**config.mk**
```make
export PLATFORM = sky130hd
export DESIGN_NAME = mac_address_allowlist_table
export DESIGN_NICKNAME = d
export VERILOG_FILES = /design/src/maat_pkg.sv /design/src/maat_datapath.sv /design/src/maat_controller.sv /design/src/mac_address_allowlist_table.sv
export SDC_FILE = /design/constraint.sdc
export NUM_CORES = 2
export LEC_CHECK = 0
export ABC_AREA = 1
export BUFFER_PORTS_ARGS = -buffer_cell sky130_fd_sc_hd__buf_2
export CAP_MARGIN = 20
export CORE_MARGIN = 2
export CORE_UTILIZATION = 57
export CTS_BUF_LIST = sky130_fd_sc_hd__clkbuf_16
export DETAILED_ROUTE_END_ITERATION = 6
export PLACE_DENSITY = 0.76
export SLEW_MARGIN = 0
export SYNTH_ARGS = -nofsm -noshare
export SYNTH_HDL_FRONTEND = slang
export SYNTH_SLANG_ARGS = --single-unit
```
**constraint.sdc**
```tcl
create_clock -name clk -period 4.2 [get_ports clk]
set_input_delay 0.42 -clock clk [delete_from_list [all_inputs] [get_ports clk]]
set_output_delay 0.42 -clock clk [all_outputs]
set_load 0.01 [all_outputs]
```
**src/maat_pkg.sv**
```systemverilog
`default_nettype none

package maat_pkg;

    // table geometry
    localparam int MAX_ENTRIES = 32;
    localparam int IDX_W       = (MAX_ENTRIES > 1) ? $clog2(MAX_ENTRIES) : 1;
    localparam int CNT_W       = $clog2(MAX_ENTRIES + 1);
    localparam int MAC_W       = 48;
    localparam int COUNT_W     = 6;
    localparam int CMD_W       = 3;

    // command codes
    typedef enum logic [CMD_W-1:0] {
        CMD_LOOKUP  = 3'd0,
        CMD_ADD     = 3'd1,
        CMD_REMOVE  = 3'd2,
        CMD_ENABLE  = 3'd3,
        CMD_DISABLE = 3'd4,
        CMD_CLEAR   = 3'd5
    } cmd_t;

    // request and response beats
    typedef struct packed {
        logic [CMD_W-1:0] command;
        logic [MAC_W-1:0] mac_address;
    } req_t;

    typedef struct packed {
        logic               ok;
        logic [COUNT_W-1:0] count;
    } rsp_t;

    // controller states
    typedef enum logic [2:0] {
        ST_IDLE,
        ST_SCAN,
        ST_ACT,
        ST_SHIFT,
        ST_DONE
    } state_t;

    // controller to datapath commands
    typedef struct packed {
        logic load;
        logic step;
        logic shift;
        logic finish_scan;
        logic act;
        logic shift_end;
        logic publish;
    } ctl_t;

    // datapath to controller status
    typedef struct packed {
        logic match;
        logic idle;
        logic skip;
        logic shift_req;
    } sts_t;

endpackage

`default_nettype wire

```
**src/maat_datapath.sv**
```systemverilog
`default_nettype none

module maat_datapath (
    input  wire logic           clk,
    input  wire logic           rst_n,
    input  wire maat_pkg::ctl_t ctl,
    input  wire maat_pkg::req_t req,
    output maat_pkg::sts_t      sts,
    output maat_pkg::rsp_t      rsp
);
    import maat_pkg::*;

    // entry memory: {enabled mark, address}
    logic [MAC_W:0]     entry_mem [MAX_ENTRIES];
    logic [MAC_W:0]     rdata_reg;

    logic [CMD_W-1:0]   cmd_reg;
    logic [MAC_W-1:0]   addr_reg;
    logic [CNT_W-1:0]   total_reg, total_next;
    logic [CNT_W-1:0]   idx_reg, idx_next;
    logic               pend_reg, pend_next;
    logic [IDX_W-1:0]   pend_idx_reg, pend_idx_next;
    logic [IDX_W-1:0]   wr_ptr_reg, wr_ptr_next;
    logic               hit_reg, hit_next;
    logic [IDX_W-1:0]   hit_idx_reg, hit_idx_next;
    logic               ok_reg, ok_next;
    rsp_t               rsp_reg;

    logic               rd_en;
    logic               wr_en;
    logic [IDX_W-1:0]   wr_addr;
    logic [MAC_W:0]     wr_data;
    logic               more;
    logic               match;

    // compare and status
    assign more  = (idx_reg < total_reg);
    assign match = pend_reg && (rdata_reg[MAC_W-1:0] == addr_reg);

    always_comb
    begin
        sts.match     = match;
        sts.idle      = !pend_reg && !more;
        sts.skip      = !(cmd_reg == CMD_LOOKUP || cmd_reg == CMD_ADD ||
                          cmd_reg == CMD_REMOVE || cmd_reg == CMD_ENABLE ||
                          cmd_reg == CMD_DISABLE);
        sts.shift_req = (cmd_reg == CMD_REMOVE) && hit_reg;
    end

    // pointer, count and memory port control
    always_comb
    begin
        total_next    = total_reg;
        idx_next      = idx_reg;
        pend_next     = pend_reg;
        pend_idx_next = pend_idx_reg;
        wr_ptr_next   = wr_ptr_reg;
        hit_next      = hit_reg;
        hit_idx_next  = hit_idx_reg;
        ok_next       = ok_reg;
        rd_en         = 1'b0;
        wr_en         = 1'b0;
        wr_addr       = wr_ptr_reg;
        wr_data       = rdata_reg;

        if (ctl.load)
        begin
            idx_next  = '0;
            pend_next = 1'b0;
            hit_next  = 1'b0;
            ok_next   = 1'b0;
        end

        // one read per cycle while entries remain
        if (ctl.step)
        begin
            if (more)
            begin
                rd_en         = 1'b1;
                idx_next      = idx_reg + CNT_W'(1);
                pend_next     = 1'b1;
                pend_idx_next = idx_reg[IDX_W-1:0];
            end
            else
            begin
                pend_next = 1'b0;
            end
        end

        // compaction: write the beat read last cycle one slot down
        if (ctl.shift && pend_reg)
        begin
            wr_en       = 1'b1;
            wr_addr     = wr_ptr_reg;
            wr_data     = rdata_reg;
            wr_ptr_next = wr_ptr_reg + IDX_W'(1);
        end

        if (ctl.finish_scan)
        begin
            hit_next     = match;
            hit_idx_next = pend_idx_reg;
        end

        // apply the command once the search is over
        if (ctl.act)
        begin
            unique case (cmd_reg)
                CMD_LOOKUP:
                begin
                    ok_next = hit_reg && rdata_reg[MAC_W];
                end
                CMD_ADD:
                begin
                    if (!hit_reg && (total_reg < CNT_W'(MAX_ENTRIES)))
                    begin
                        wr_en      = 1'b1;
                        wr_addr    = total_reg[IDX_W-1:0];
                        wr_data    = {1'b1, addr_reg};
                        total_next = total_reg + CNT_W'(1);
                        ok_next    = 1'b1;
                    end
                end
                CMD_REMOVE:
                begin
                    if (hit_reg)
                    begin
                        idx_next    = CNT_W'({1'b0, hit_idx_reg}) + CNT_W'(1);
                        wr_ptr_next = hit_idx_reg;
                        pend_next   = 1'b0;
                        ok_next     = 1'b1;
                    end
                end
                CMD_ENABLE, CMD_DISABLE:
                begin
                    if (hit_reg)
                    begin
                        wr_en   = 1'b1;
                        wr_addr = hit_idx_reg;
                        wr_data = {(cmd_reg == CMD_ENABLE), addr_reg};
                        ok_next = 1'b1;
                    end
                end
                CMD_CLEAR:
                begin
                    total_next = '0;
                    ok_next    = 1'b1;
                end
                default:
                begin
                    ok_next = 1'b0;
                end
            endcase
        end

        if (ctl.shift_end)
        begin
            total_next = total_reg - CNT_W'(1);
        end
    end

    // control registers
    always_ff @(posedge clk or negedge rst_n)
    begin
        if (!rst_n)
        begin
            total_reg <= '0;
            idx_reg   <= '0;
            pend_reg  <= 1'b0;
            hit_reg   <= 1'b0;
            ok_reg    <= 1'b0;
        end
        else
        begin
            total_reg <= total_next;
            idx_reg   <= idx_next;
            pend_reg  <= pend_next;
            hit_reg   <= hit_next;
            ok_reg    <= ok_next;
        end
    end

    // payload registers
    always_ff @(posedge clk)
    begin
        pend_idx_reg <= pend_idx_next;
        wr_ptr_reg   <= wr_ptr_next;
        hit_idx_reg  <= hit_idx_next;
        if (ctl.load)
        begin
            cmd_reg  <= req.command;
            addr_reg <= req.mac_address;
        end
        if (ctl.publish)
        begin
            rsp_reg.ok    <= ok_reg;
            rsp_reg.count <= COUNT_W'(total_reg);
        end
    end

    // entry memory, one write and one registered read per cycle
    always_ff @(posedge clk)
    begin
        if (rd_en)
        begin
            rdata_reg <= entry_mem[idx_reg[IDX_W-1:0]];
        end
        if (wr_en)
        begin
            entry_mem[wr_addr] <= wr_data;
        end
    end

    assign rsp = rsp_reg;

endmodule

`default_nettype wire

```
**src/maat_controller.sv**
```systemverilog
`default_nettype none

module maat_controller (
    input  wire logic           clk,
    input  wire logic           rst_n,
    input  wire logic           req_valid,
    output logic                req_stall,
    output logic                rsp_valid,
    input  wire logic           rsp_stall,
    input  wire maat_pkg::sts_t sts,
    output maat_pkg::ctl_t      ctl
);
    import maat_pkg::*;

    state_t state_reg, state_next;
    logic   out_valid_reg, out_valid_next;
    logic   search_over;
    logic   out_free;

    assign search_over = sts.skip || sts.match || sts.idle;
    assign out_free    = !out_valid_reg || !rsp_stall;

    // next state
    always_comb
    begin
        state_next = state_reg;
        unique case (state_reg)
            ST_IDLE:
            begin
                if (req_valid)
                begin
                    state_next = ST_SCAN;
                end
            end
            ST_SCAN:
            begin
                if (search_over)
                begin
                    state_next = ST_ACT;
                end
            end
            ST_ACT:
            begin
                state_next = sts.shift_req ? ST_SHIFT : ST_DONE;
            end
            ST_SHIFT:
            begin
                if (sts.idle)
                begin
                    state_next = ST_DONE;
                end
            end
            ST_DONE:
            begin
                if (out_free)
                begin
                    state_next = ST_IDLE;
                end
            end
            default:
            begin
                state_next = ST_IDLE;
            end
        endcase
    end

    // command outputs
    always_comb
    begin
        ctl = '0;
        unique case (state_reg)
            ST_IDLE:
            begin
                ctl.load = req_valid;
            end
            ST_SCAN:
            begin
                ctl.step        = !sts.skip && !sts.match;
                ctl.finish_scan = search_over;
            end
            ST_ACT:
            begin
                ctl.act = 1'b1;
            end
            ST_SHIFT:
            begin
                ctl.step      = 1'b1;
                ctl.shift     = 1'b1;
                ctl.shift_end = sts.idle;
            end
            ST_DONE:
            begin
                ctl.publish = out_free;
            end
            default:
            begin
                ctl = '0;
            end
        endcase
    end

    // output beat holding
    always_comb
    begin
        out_valid_next = out_valid_reg;
        if (ctl.publish)
        begin
            out_valid_next = 1'b1;
        end
        else if (out_valid_reg && !rsp_stall)
        begin
            out_valid_next = 1'b0;
        end
    end

    always_ff @(posedge clk or negedge rst_n)
    begin
        if (!rst_n)
        begin
            state_reg     <= ST_IDLE;
            out_valid_reg <= 1'b0;
        end
        else
        begin
            state_reg     <= state_next;
            out_valid_reg <= out_valid_next;
        end
    end

    assign req_stall = (state_reg != ST_IDLE);
    assign rsp_valid = out_valid_reg;

endmodule

`default_nettype wire

```
**src/mac_address_allowlist_table.sv**
```systemverilog
// clear and unknown commands skip the search; lookup, add, enable and disable scan the
// entries until a match or the end; remove also compacts the entries behind a hit
// throughput: one request at a time, the next taken the cycle after the response beat is
// issued; search and compaction are paced by the single read port of the entry
// memory (one entry per cycle for search and for compaction); a new request is taken while
// the previous response beat still waits. reset: entry count zero, table empty
`default_nettype none

module mac_address_allowlist_table (
    input  wire logic           clk,
    input  wire logic           rst_n,
    input  wire logic           req_valid,
    output logic                req_stall,
    input  wire maat_pkg::req_t req,
    output logic                rsp_valid,
    input  wire logic           rsp_stall,
    output maat_pkg::rsp_t      rsp
);
    import maat_pkg::*;

    ctl_t ctl;
    sts_t sts;

    // sequencing
    maat_controller u_controller (
        .clk       (clk),
        .rst_n     (rst_n),
        .req_valid (req_valid),
        .req_stall (req_stall),
        .rsp_valid (rsp_valid),
        .rsp_stall (rsp_stall),
        .sts       (sts),
        .ctl       (ctl)
    );

    // table storage and search
    maat_datapath u_datapath (
        .clk   (clk),
        .rst_n (rst_n),
        .ctl   (ctl),
        .req   (req),
        .sts   (sts),
        .rsp   (rsp)
    );

endmodule

`default_nettype wire
```
==> results.sh <==
export IMPL_status="finished clean"
export IMPL_synthMuxAreaShare=0
export IMPL_ir_drop_uv=517
export IMPL_holdPathStages=3
export IMPL_dpl_hpwl_um=105000
export IMPL_largest_reg_flops=1568
export IMPL_max_freq_mhz=266
export IMPL_start_util=0.574
export IMPL_num_vias=45600
export IMPL_cts_root_buf="clkbuf_16"
export IMPL_seqPwrFrac=0.433
export IMPL_firstDrtPassIters=6
export IMPL_io_pins=64
export IMPL_rsz0062_at_grt="no"
export IMPL_post_cts_buffers=0
export IMPL_grt_pass1_wl_um=276000
export IMPL_post_route_period_util=0.895
export IMPL_swShare=0.354
export IMPL_drtAntennaViolNets=0
export IMPL_hold_slack_ns=0.114
export IMPL_grt_pass1_vias=43800
export IMPL_portBuffers=63
export IMPL_yosys_area_top_type="edfxtp_1"
export IMPL_die_h_um=349
export IMPL_synth_top_family_by_area="compound AO/OA/AOI/OAI gates"
export IMPL_tightest_slew_ns=1.22
export IMPL_ys_seq_elements=1709
export IMPL_hold_viol_final=0
export IMPL_r2r_end="u_datapath.entry_mem[13][19]"
export IMPL_rrSetupSlack_ns=0.44
export IMPL_grt_remaining_overflow=0
export IMPL_cp_end_kind="register"
export IMPL_setup_viol_count_final=0
export IMPL_netSwitchingPower_mw=18.6
export IMPL_place_area_um2=70800
export IMPL_layout_min_cycle_time_ns=3.76
export IMPL_crit_fanout=27
export IMPL_drc=0
export IMPL_synth_compound_area_frac=0.122
export IMPL_min_from="req_valid"
export IMPL_cp_required_ns=4.60
export IMPL_drv_cap=0
export IMPL_synth_top_cells_by_count="1685 x edfxtp_1, 869 x o21ai_0, 868 x nor2_1"
export IMPL_gp_congestion=0.906
export IMPL_powerDensity_nw_per_um2=686
export IMPL_yosys_top_cells_area="edfxtp_1 75%, o21ai_0 6.4%, nor2_1 4.8%, o22ai_1 2.6%, nand2_1 2.2%"
export IMPL_combPwrFrac=0.294
export IMPL_num_rows=126
export IMPL_cp_start_kind="register"
export IMPL_setup_tns_ns=0
export IMPL_critPathArrivalTime_ns=4.16
export IMPL_cts_inserted_buffers=165
export IMPL_reg2reg_from="u_datapath.cmd_reg[1]"
export IMPL_die_w_um=349
export IMPL_final_core_util=0.649
export IMPL_fin_ws_ns=0.440
export IMPL_hold_end="u_controller.state_reg[0]"
export IMPL_cts_sink_count=1709
export IMPL_core_um2=118000
export IMPL_synth_edf_count=1685
export IMPL_ys_warn_count=0
export IMPL_area_delta_synth_final_pct=13.1
export IMPL_max_clock_path_buffers=3
export IMPL_drt_wl_total_um=189000
export IMPL_yosys_most_used_dff="edfxtp_1"
export IMPL_synthArstFlopShare=0.0111
export IMPL_groute_usage_overall=0.307
export IMPL_skew_ns=0.0297
export IMPL_layout_drive_gt1_share=0.102
export IMPL_syn_inst=5176
export IMPL_dr_first_iter_drc_count=7812
export IMPL_dp_slack_ns=0.498
export IMPL_internal_power_mw=34.0
export IMPL_maxSlewViolCount=0
export IMPL_yosysMostFrequentCell="edfxtp_1"
export IMPL_post_synth_and_or_nand_nor_area_fraction=0.0878
export IMPL_maxSlewHeadroom=0.184
export IMPL_hold_class="input pin to register"
export IMPL_cts_tree="built"
export IMPL_power_frac_clock=0.272
export IMPL_synth_top_area_frac=0.746
export IMPL_cts_resized_gates=0
export IMPL_detail_route_vias_per_cell=6.56
export IMPL_ys_seq_area_frac=0.755
export IMPL_cellLeakagePower_nw=25.3
export IMPL_clk_latency_ns=0.79
export IMPL_reg2regPathDepth=14
export IMPL_synth_fa_ha_area_frac=0.00184
export IMPL_die_area_um2=122000
export IMPL_fin_area_um2=76700
export IMPL_syn_nets=5241
export IMPL_clkTransAtPathRegs_ns=0.06
export IMPL_wl_per_cell_um=27.2
export IMPL_yosysUniqueCellTypes=45
export IMPL_fin_nets=5344
export IMPL_grt_max_degree=206
export IMPL_synthXorXnorAreaFrac=0.00271
export IMPL_htree_levels=4
export IMPL_syn_area_per_cell_um2=13.1
export IMPL_netlist_area_um2=67800
export IMPL_antenna_found_initial=2
export IMPL_path_class="register to register"
## what timing repair did
item / in CTS / in global routing
hold buffers: 53 / 0
hold endpoints to repair: 71 / 0
setup endpoints to repair: 0 / 0
## power by group through the flow
stage / Clock [mW] / Sequential [mW] / Combinational [mW]
finish: 14.3 / 22.8 / 15.5
global route: 15.0 / 22.9 / 16.5
CTS: 14.4 / 22.8 / 14.9
detailed placement: 0 / 23.1 / 14.7
global placement: 0 / 23.1 / 14.2
floorplan: 0 / 22.9 / 9.02
## metal layers
| layer | up-vias | share of wire | global-route usage |
|---|---|---|---|
| li1 | 19500 | - | - |
| met1 | 22200 | 0.37 | 0.425 |
| met5 | - | 0.000069 | 0 |
| met3 | 492 | 0.14 | 0.0766 |
| met2 | 3452 | 0.45 | 0.464 |
| met4 | 2 | 0.044 | 0.139 |
## worst max path at each step
| stage | start | to | cells past startpoint |
|---|---|---|---|
| after floorplan | u_datapath.cmd_reg[1] | u_datapath.entry_mem[18][0] | 12 |
| after global routing | u_datapath.cmd_reg[1] | u_datapath.entry_mem[14][20] | 14 |
| after detailed placement | u_datapath.cmd_reg[1] | u_datapath.entry_mem[13][19] | 14 |
| after CTS | u_datapath.cmd_reg[1] | u_datapath.entry_mem[13][19] | 14 |
| after global placement | u_datapath.cmd_reg[1] | u_datapath.entry_mem[14][19] | 14 |
| final | u_datapath.cmd_reg[1] | u_datapath.entry_mem[13][19] | 14 |
## area by class of cell
type                    instances  area [um^2]
flip-flops and latches       1709        51200
fillers                      8029        41400
multi-input cells            2937        14900
clock buffers                 167         4180
repair buffers                279         2700
well taps                    1536         1920
clock inverters               133         1040
inverters                     187          732
diodes                          1         2.50
## cell families (layout without fill, tap and decap cells)
kind of cell / count (synthesis) / count (layout)
AO/OA/AOI/OAI: 1429 / 1429
XOR/XNOR: 21 / 21
adder cells (fa/ha/maj): 10 / 10
buffers and inverters: 530 / 766
flip-flops: 1709 / 1709
other: 0 / 1
AND/OR/NAND/NOR: 1477 / 1477
## cell usage in the layout, fill, tap and decap left out, drive strengths merged, types with 3 or more instances in the layout
master / netlist / final
o21ai: 924 / 924
nor2: 875 / 875
clkinv: 5 / 86
dfrtp: 19 / 19
buf: 100 / 226
inv: 182 / 220
dlygate4sd3: 0 / 53
a31oi: 3 / 3
nand4: 53 / 53
nand3: 139 / 139
nor3: 5 / 5
a21oi: 11 / 11
xnor2: 9 / 9
bufinv: 0 / 12
o22ai: 284 / 284
dfxtp: 5 / 5
nand2: 403 / 403
ha: 10 / 10
o211ai: 42 / 42
clkbuf: 243 / 167
xor2: 12 / 12
o221ai: 156 / 156
edfxtp: 1685 / 1685
## per-stage QoR
step	instances	total power, mW
after CTS	6940	52.0
after global placement	6586	37.3
final	6949	52.6
after detailed placement	6587	37.8
after floorplan	5176	32.0
after global routing	6948	54.4
## worst max-delay path, stage by stage (launching register included)
cell	delay [ns]
edfxtp_1	0.45
nor2_1	0.20
nand2_1	0.10
nand2_2	0.13
inv_2	0.08
nand2_2	0.08
nand2_2	0.07
clkinv_4	0.09
nand2_4	0.19
nand2_1	0.17
nand2_1	0.11
nor2_1	0.16
nand2_1	0.25
nor2_4	0.71
buf_4	0.55
Note: power is estimated with default switching activity, not from simulation.
